==> config.mk <==
export PLATFORM = sky130hd
export DESIGN_NAME = sync_framed_crc8_word_receiver_unit
export DESIGN_NICKNAME = d
export VERILOG_FILES = /design/src/hw/rtl/sfcrc_pkg.sv /design/src/hw/rtl/sync_framed_crc8_word_receiver_unit.sv /design/src/hw/rtl/sfcrc_crc_unit.sv /design/src/hw/rtl/sfcrc_store.sv
export SDC_FILE = /design/constraint.sdc
export NUM_CORES = 1
export LEC_CHECK = 0
export BUFFER_PORTS_ARGS = -buffer_cell sky130_fd_sc_hd__buf_2
export CAP_MARGIN = 40
export CORE_MARGIN = 10
export CORE_UTILIZATION = 40
export DETAILED_ROUTE_END_ITERATION = 10
export PLACE_DENSITY = 0.65
export SLEW_MARGIN = 10
export SYNTH_ARGS = -nofsm -noshare
export SYNTH_HDL_FRONTEND = slang
export SYNTH_SLANG_ARGS = --single-unit
export TNS_END_PERCENT = 30
==> constraint.sdc <==
create_clock -name clk -period 2.9 [get_ports clk]
set_clock_uncertainty 0.1 [all_clocks]
set_input_delay 0.58 -clock clk [delete_from_list [all_inputs] [get_ports clk]]
set_output_delay 0.58 -clock clk [all_outputs]
set_load 0.1 [all_outputs]
==> src/hw/rtl/sfcrc_pkg.sv <==
// Shared types, codes and constants of the sync framed CRC-8 receiver.
`timescale 1ns / 1ps

package sfcrc_pkg;

	localparam int unsigned CFG_IDX_W = 1;
	localparam int unsigned CFG_DATA_W = 8;

	localparam logic [CFG_IDX_W-1:0] REG_FIRST_SYNC  = 1'd0;
	localparam logic [CFG_IDX_W-1:0] REG_SECOND_SYNC = 1'd1;

	localparam logic [7:0] FIRST_SYNC_RESET  = 8'hBB;
	localparam logic [7:0] SECOND_SYNC_RESET = 8'h66;

	localparam logic [7:0] CRC_POLY = 8'h07;
	localparam logic [7:0] CRC_INIT = 8'h00;

	typedef enum logic [2:0] {
		ST_HUNT,
		ST_SYNC2,
		ST_PAYLOAD,
		ST_CRC,
		ST_CHECK,
		ST_READ,
		ST_LOAD,
		ST_EMIT
	} state_t;

	typedef struct packed {
		logic       clear;
		logic       start;
		logic [7:0] data;
	} crc_ctl_t;

	typedef struct packed {
		logic       busy;
		logic       done;
		logic [7:0] crc;
	} crc_sts_t;

	// One MSB-first shift of the CRC register.
	function automatic logic [7:0] crc_step(input logic [7:0] c);
		logic [7:0] r;
		r = {c[6:0], 1'b0};
		if (c[7]) begin
			r = r ^ CRC_POLY;
		end
		return r;
	endfunction

endpackage

==> src/hw/rtl/sync_framed_crc8_word_receiver_unit.sv <==
// Top level of the two-byte sync framed receiver with CRC-8 check.
`timescale 1ns / 1ps

// Receives serial bytes, hunts for the two sync bytes set in the configuration
// registers, stores PAYLOAD_BYTES payload bytes and checks them against the
// CRC-8 byte that follows (poly 0x07, init 0x00, MSB first). A good frame
// comes out as PAYLOAD_BYTES/4 little-endian words with last_word on the
// final one; a bad frame is dropped with no output. For each payload byte
// the bit-serial CRC unit does one polynomial step per cycle and in_stall
// stays high until it is done. After a good check byte each word is made
// by four byte reads from the single read port of the payload store, the
// output register load and the offer of the word, which is held for as long
// as out_stall holds it; no input is taken until the last word is gone. The
// store needs no clearing pass after reset.

module sync_framed_crc8_word_receiver_unit #(
	parameter int unsigned PAYLOAD_BYTES = 52
) (
	input  logic                             clk,
	input  logic                             arst_n,
	input  logic                             cfg_we,
	input  logic [sfcrc_pkg::CFG_IDX_W-1:0]  cfg_index,
	input  logic [sfcrc_pkg::CFG_DATA_W-1:0] cfg_data,
	input  logic                             in_valid,
	output logic                             in_stall,
	input  logic [7:0]                       rx_byte,
	output logic                             out_valid,
	input  logic                             out_stall,
	output logic [3:0]                       word_index,
	output logic [31:0]                      payload_word,
	output logic                             last_word
);
	import sfcrc_pkg::*;

	localparam int unsigned AW    = $clog2(PAYLOAD_BYTES);
	localparam int unsigned WORDS = PAYLOAD_BYTES / 4;
	localparam int unsigned WW    = (WORDS > 1) ? $clog2(WORDS) : 1;
	localparam logic [AW-1:0] LAST_ADDR = AW'(PAYLOAD_BYTES - 1);
	localparam logic [WW-1:0] LAST_WORD = WW'(WORDS - 1);

	state_t        state_q, state_d;
	logic [7:0]    first_q, second_q;
	logic [AW-1:0] count_q;
	logic [AW-1:0] rd_addr_q;
	logic [1:0]    sel_q;
	logic [WW-1:0] word_q;
	logic          rd_pend_q;
	logic          out_valid_q;
	logic [31:0]   asm_q;
	logic [31:0]   payload_word_q;
	logic [3:0]    word_index_q;
	logic          last_word_q;

	crc_ctl_t   crc_ctl;
	crc_sts_t   crc_sts;
	logic       out_acc;
	logic       mem_we;
	logic       mem_re;
	logic [7:0] mem_rdata;
	logic       count_inc;
	logic       rd_start;
	logic       load_out;
	logic       next_word;
	logic       restart;
	logic [31:0]   word_full;
	logic [WW+3:0] word_wide;

	assign out_acc = out_valid_q && !out_stall;

	sfcrc_crc_unit u_crc (
		.clk    (clk),
		.arst_n (arst_n),
		.ctl    (crc_ctl),
		.sts    (crc_sts)
	);

	sfcrc_store #(
		.DEPTH (PAYLOAD_BYTES),
		.AW    (AW)
	) u_store (
		.clk   (clk),
		.we    (mem_we),
		.waddr (count_q),
		.wdata (rx_byte),
		.re    (mem_re),
		.raddr (rd_addr_q),
		.rdata (mem_rdata)
	);

	always_ff @(posedge clk or negedge arst_n) begin
		if (!arst_n) begin
			state_q <= ST_HUNT;
		end else begin
			state_q <= state_d;
		end
	end

	always_comb begin
		state_d      = state_q;
		in_stall     = 1'b1;
		crc_ctl      = '0;
		crc_ctl.data = rx_byte;
		mem_we       = 1'b0;
		mem_re       = 1'b0;
		count_inc    = 1'b0;
		rd_start     = 1'b0;
		load_out     = 1'b0;
		next_word    = 1'b0;
		restart      = 1'b0;
		case (state_q)
			ST_HUNT: begin
				in_stall = 1'b0;
				if (in_valid && (rx_byte == first_q)) begin
					state_d = ST_SYNC2;
				end
			end
			ST_SYNC2: begin
				in_stall = 1'b0;
				if (in_valid) begin
					// a wrong second byte is consumed, not rechecked as a first
					restart = 1'b1;
					if (rx_byte == second_q) begin
						state_d = ST_PAYLOAD;
					end else begin
						state_d = ST_HUNT;
					end
				end
			end
			ST_PAYLOAD: begin
				in_stall = 1'b0;
				if (in_valid) begin
					mem_we        = 1'b1;
					crc_ctl.start = 1'b1;
					state_d       = ST_CRC;
				end
			end
			ST_CRC: begin
				if (crc_sts.done) begin
					count_inc = 1'b1;
					if (count_q == LAST_ADDR) begin
						state_d = ST_CHECK;
					end else begin
						state_d = ST_PAYLOAD;
					end
				end
			end
			ST_CHECK: begin
				in_stall = 1'b0;
				if (in_valid) begin
					restart = 1'b1;
					if (rx_byte == crc_sts.crc) begin
						rd_start = 1'b1;
						state_d  = ST_READ;
					end else begin
						state_d = ST_HUNT;
					end
				end
			end
			ST_READ: begin
				mem_re = 1'b1;
				if (sel_q == 2'd3) begin
					state_d = ST_LOAD;
				end
			end
			ST_LOAD: begin
				load_out = 1'b1;
				state_d  = ST_EMIT;
			end
			ST_EMIT: begin
				if (out_acc) begin
					next_word = 1'b1;
					if (word_q == LAST_WORD) begin
						state_d = ST_HUNT;
					end else begin
						state_d = ST_READ;
					end
				end
			end
			default: begin
				state_d = ST_HUNT;
			end
		endcase
		crc_ctl.clear = restart;
	end

	always_ff @(posedge clk or negedge arst_n) begin
		if (!arst_n) begin
			first_q     <= FIRST_SYNC_RESET;
			second_q    <= SECOND_SYNC_RESET;
			count_q     <= '0;
			rd_addr_q   <= '0;
			sel_q       <= '0;
			word_q      <= '0;
			rd_pend_q   <= 1'b0;
			out_valid_q <= 1'b0;
		end else begin
			if (cfg_we) begin
				case (cfg_index)
					REG_FIRST_SYNC:  first_q  <= cfg_data;
					REG_SECOND_SYNC: second_q <= cfg_data;
					default: ;
				endcase
			end
			if (restart) begin
				count_q <= '0;
			end else if (count_inc) begin
				count_q <= count_q + 1'b1;
			end
			if (rd_start) begin
				rd_addr_q <= '0;
				sel_q     <= '0;
				word_q    <= '0;
			end else begin
				if (mem_re) begin
					rd_addr_q <= rd_addr_q + 1'b1;
					sel_q     <= sel_q + 2'd1;
				end
				if (next_word) begin
					word_q <= word_q + 1'b1;
				end
			end
			rd_pend_q <= mem_re;
			if (load_out) begin
				out_valid_q <= 1'b1;
			end else if (out_acc) begin
				out_valid_q <= 1'b0;
			end
		end
	end

	// bytes arrive lowest first: shift in from the top
	assign word_full = {mem_rdata, asm_q[31:8]};
	assign word_wide = {4'b0, word_q};

	always_ff @(posedge clk) begin
		if (rd_pend_q) begin
			asm_q <= word_full;
		end
		if (load_out) begin
			payload_word_q <= word_full;
			word_index_q   <= word_wide[3:0];
			last_word_q    <= (word_q == LAST_WORD);
		end
	end

	assign out_valid    = out_valid_q;
	assign payload_word = payload_word_q;
	assign word_index   = word_index_q;
	assign last_word    = last_word_q;

endmodule

==> src/hw/rtl/sfcrc_crc_unit.sv <==
// Bit-serial CRC-8 unit: one polynomial step per cycle, eight steps per byte.
`timescale 1ns / 1ps

module sfcrc_crc_unit (
	input  logic                clk,
	input  logic                arst_n,
	input  sfcrc_pkg::crc_ctl_t ctl,
	output sfcrc_pkg::crc_sts_t sts
);
	import sfcrc_pkg::*;

	logic [7:0] crc_q;
	logic [2:0] bit_q;
	logic       busy_q;

	always_ff @(posedge clk or negedge arst_n) begin
		if (!arst_n) begin
			crc_q  <= CRC_INIT;
			bit_q  <= '0;
			busy_q <= 1'b0;
		end else if (ctl.clear) begin
			crc_q  <= CRC_INIT;
			bit_q  <= '0;
			busy_q <= 1'b0;
		end else if (ctl.start) begin
			// fold in the byte and take the first step at once
			crc_q  <= crc_step(crc_q ^ ctl.data);
			bit_q  <= 3'd1;
			busy_q <= 1'b1;
		end else if (busy_q) begin
			crc_q <= crc_step(crc_q);
			bit_q <= bit_q + 3'd1;
			if (bit_q == 3'd7) begin
				busy_q <= 1'b0;
			end
		end
	end

	assign sts.busy = busy_q;
	assign sts.done = busy_q && (bit_q == 3'd7);
	assign sts.crc  = crc_q;

endmodule

==> src/hw/rtl/sfcrc_store.sv <==
// Payload byte store: one write port, one registered read port.
`timescale 1ns / 1ps

module sfcrc_store #(
	parameter int unsigned DEPTH = 52,
	parameter int unsigned AW    = 6
) (
	input  logic          clk,
	input  logic          we,
	input  logic [AW-1:0] waddr,
	input  logic [7:0]    wdata,
	input  logic          re,
	input  logic [AW-1:0] raddr,
	output logic [7:0]    rdata
);
	logic [7:0] mem [DEPTH];
	logic [7:0] rdata_q;

	always_ff @(posedge clk) begin
		if (we) begin
			mem[waddr] <= wdata;
		end
	end

	always_ff @(posedge clk) begin
		if (re) begin
			rdata_q <= mem[raddr];
		end
	end

	assign rdata = rdata_q;

endmodule

==> flow_summary.json <==
{
  "power.density_nw_per_um2": 662,
  "p_leak_uw": 0.00853,
  "antenna_found_initial": 1,
  "yosys.area_share.simple": 0.0421,
  "post-route-drc-count": 0,
  "drtIter0Drc": 916,
  "worstRegToRegCells": 6,
  "fmax_mhz": 369,
  "syn_inst": 1110,
  "cts_resized": 0,
  "final_cells": 1992,
  "grt_use_total": 0.146,
  "wl_met3_microns": 3170,
  "ys_types": 48,
  "cp.arrival_ns": 2.03,
  "post_synth_xor_area_fraction": 0.0221,
  "first_pass_iters": 7,
  "synthArstFlopShare": 0.0951,
  "wl_met1_microns": 19300,
  "min_from": "out_stall",
  "clockPowerShare": 0.430,
  "layout-drive-gt1-share": 0.283,
  "grt_pass1_vias": 11100,
  "yosysSeqAreaShare": 0.754,
  "dr_wl_met2_microns": 22600,
  "synth_compound_area_frac": 0.0314,
  "internal_power_uw": 12900,
  "endpoint_kind": "output pin",
  "portBuffers": 60,
  "ant_nets": 0,
  "cts_buffer_depth": 3,
  "tns_ns": 0,
  "pwr-share-comb": 0.034,
  "finalCritPeriodShare": 0.935,
  "yosys_warnings": 0,
  "die_h_microns": 249,
  "slew_violations": 0,
  "rows": 83,
  "highest_layer": "met5",
  "wire_per_inst_microns": 23.1,
  "syn_nets": 1139,
  "cts_max_level": 2,
  "worst_setup_path_start_kind": "flop",
  "grt_overflow_total": 0,
  "r2r_start": "rd_addr_q[1]",
  "diodes": 0,
  "grt_pass1_wl_microns": 70300,
  "vias": 10700,
  "hold_viol": 0,
  "outcome": "completed",
  "fp.dieW_microns": 249,
  "clk_transition_reported_paths_ns": 0.06,
  "area_delta_synth_final_pct": 16.3,
  "worstMarginPinSlew_ns": 0.895,
  "postSynthAreaPerCell_sq_um": 18.9,
  "core_sq_um": 51600,
  "postPlaceCellArea_sq_um": 22700,
  "design_area_sq_um": 24400,
  "ir_drop_v": 0.000453,
  "max_cap_violations": 0,
  "die-area_sq_um": 62100,
  "wl_microns": 46000,
  "clock_latency_ns": 0.60,
  "post_cts_buffers": 0,
  "synth_edf_count": 485,
  "io_pins": 61,
  "hp-class": "in -> reg",
  "p_switching_uw": 3290,
  "setup_viol": 0,
  "clock-sinks": 536,
  "r2r_setup_slack_ns": 0.25,
  "slew_headroom": 0.401,
  "power.share.switching": 0.204,
  "dpl.cell_count": 1896,
  "synth_ff_type": "edfxtp_1",
  "min_period_ns": 2.71,
  "synthesis.area_sq_um": 21000,
  "power_frac_seq": 0.536,
  "rsz0062_at_grt": "false",
  "synthAdderAreaFrac": 0.00417,
  "via_per_inst": 5.39,
  "min_to": "out_valid",
  "synth-seq-cells": 536,
  "synth_top_family_by_area": "multiplexers",
  "r2r_end": "u_store.rdata[3]",
  "holdPathStages": 2,
  "cts_tree": "yes",
  "nFillCells": 4217,
  "place_congestion": 0.799,
  "synthMuxAreaShare": 0.127,
  "critPathMaxFanout": 15,
  "required_ns": 2.22,
  "dp_hpwl_microns": 29200,
  "nets": 1300,
  "cts_made_buffers": 52,
  "cts_root_buf": "clkbuf_16",
  "grt_max_degree": 55,
  "initial_core_util": 0.407,
  "crit_type": "reg -> out"
}
## logic make-up after synthesis
logic type,after synthesis
AND/OR/NAND/NOR,199
multiplexers,154
buffers and inverters,67
AO/OA/AOI/OAI,94
XOR/XNOR,53
flip-flops,536
adder cells (fa/ha/maj),7
## timing repair
| action | in CTS | in global routing |
|---|---|---|
| endpoints found under the setup margin | 0 | 0 |
| hold buffers | 1 | 0 |
| hold endpoints to repair | 17 | 0 |
## stage by stage
stage / total power (uW) / hold slack, ns / util / worst slack [ns]
after CTS: 16300 / 0.0819 / 0.473 / 0.152
after global placement: 9350 / 0.302 / 0.439 / 0.252
final: 16200 / 0.108 / 0.473 / 0.189
after global routing: 16700 / 0.0929 / 0.473 / 0.0822
after floorplan: 9130 / 0.184 / - / 0.116
after detailed placement: 9380 / 0.307 / 0.439 / 0.239
## power groups by stage
stage	Clock, uW	Combinational, uW	Sequential [uW]
floorplan	0	367	8760
global placement	0	531	8820
detailed placement	0	560	8820
CTS	7090	566	8660
global route	7390	621	8680
finish	6950	555	8660
## worst max-delay path by stage
stage / startpoint / to / slack (ns) / cells past startpoint
after floorplan: state_q[0] / last_word / 0.12 / 2
after global placement: rd_addr_q[0] / u_store.rdata[3] / 0.25 / 6
after detailed placement: rd_addr_q[0] / u_store.rdata[3] / 0.24 / 6
after CTS: state_q[0] / in_stall / 0.15 / 3
after global routing: state_q[0] / in_stall / 0.08 / 3
final: state_q[0] / in_stall / 0.19 / 3
## sequential cells by signal, summed over array words and instances, names as in the netlist, 2 cells and up
| name | cells |
|---|---|
| asm_q | 24 |
| u_crc.crc_q | 8 |
| count_q | 6 |
| u_crc.bit_q | 3 |
| sel_q | 2 |
| word_index | 4 |
| payload_word | 32 |
| u_store.rdata | 8 |
| u_store.mem | 416 |
| word_q | 4 |
| rd_addr_q | 6 |
| state_q | 3 |
| first_q | 8 |
| second_q | 8 |
## layout make-up
class                           instances  area (sq um)  area share
Sequential cell                       536         15900       0.649
Multi-Input combinational cell        507          4780       0.196
Clock buffer                           54          1330      0.0544
Timing Repair Buffer                  166          1140      0.0468
Tap cell                              680           851      0.0348
Clock inverter                         41           434      0.0178
Inverter                                8          30.0     0.00123
## worst max-delay path: stages (launching register included)
cell	delay (ns)
dfrtp_1	0.68
o21ai_0	0.21
nand2_1	0.11
buf_2	0.43
## cell usage in the layout (no fill, tap or decap), types with 39 or more instances in the layout
master     count
nor2_1        97
mux2i_1       49
xor2_1        44
buf_4        101
dfrtp_1       39
buf_2         60
clkbuf_16     53
nand2_1       43
edfxtp_1     485
mux4_2        89
## metal layers
metal	vias to the layer above	GRT usage
met1	5540	0.199
met2	407	0.237
met5	-	0
met3	67	0.0254
li1	4722	-
met4	2	0.0416
## cell usage after synthesis (13+ instances only)
cell,count,area [sq um]
edfxtp_1,485,14600
mux2_2,16,180
nand3_1,16,80.1
a211oi_1,15,113
mux2i_1,49,490
xor2_1,44,385
a21oi_1,15,75.1
nor2_1,98,368
nand2_1,43,161
buf_2,13,65.1
mux4_2,89,2000
dfrtp_1,41,1030
clkbuf_1,24,90.1
No activity file was read; power rests on OpenSTA's default activity.
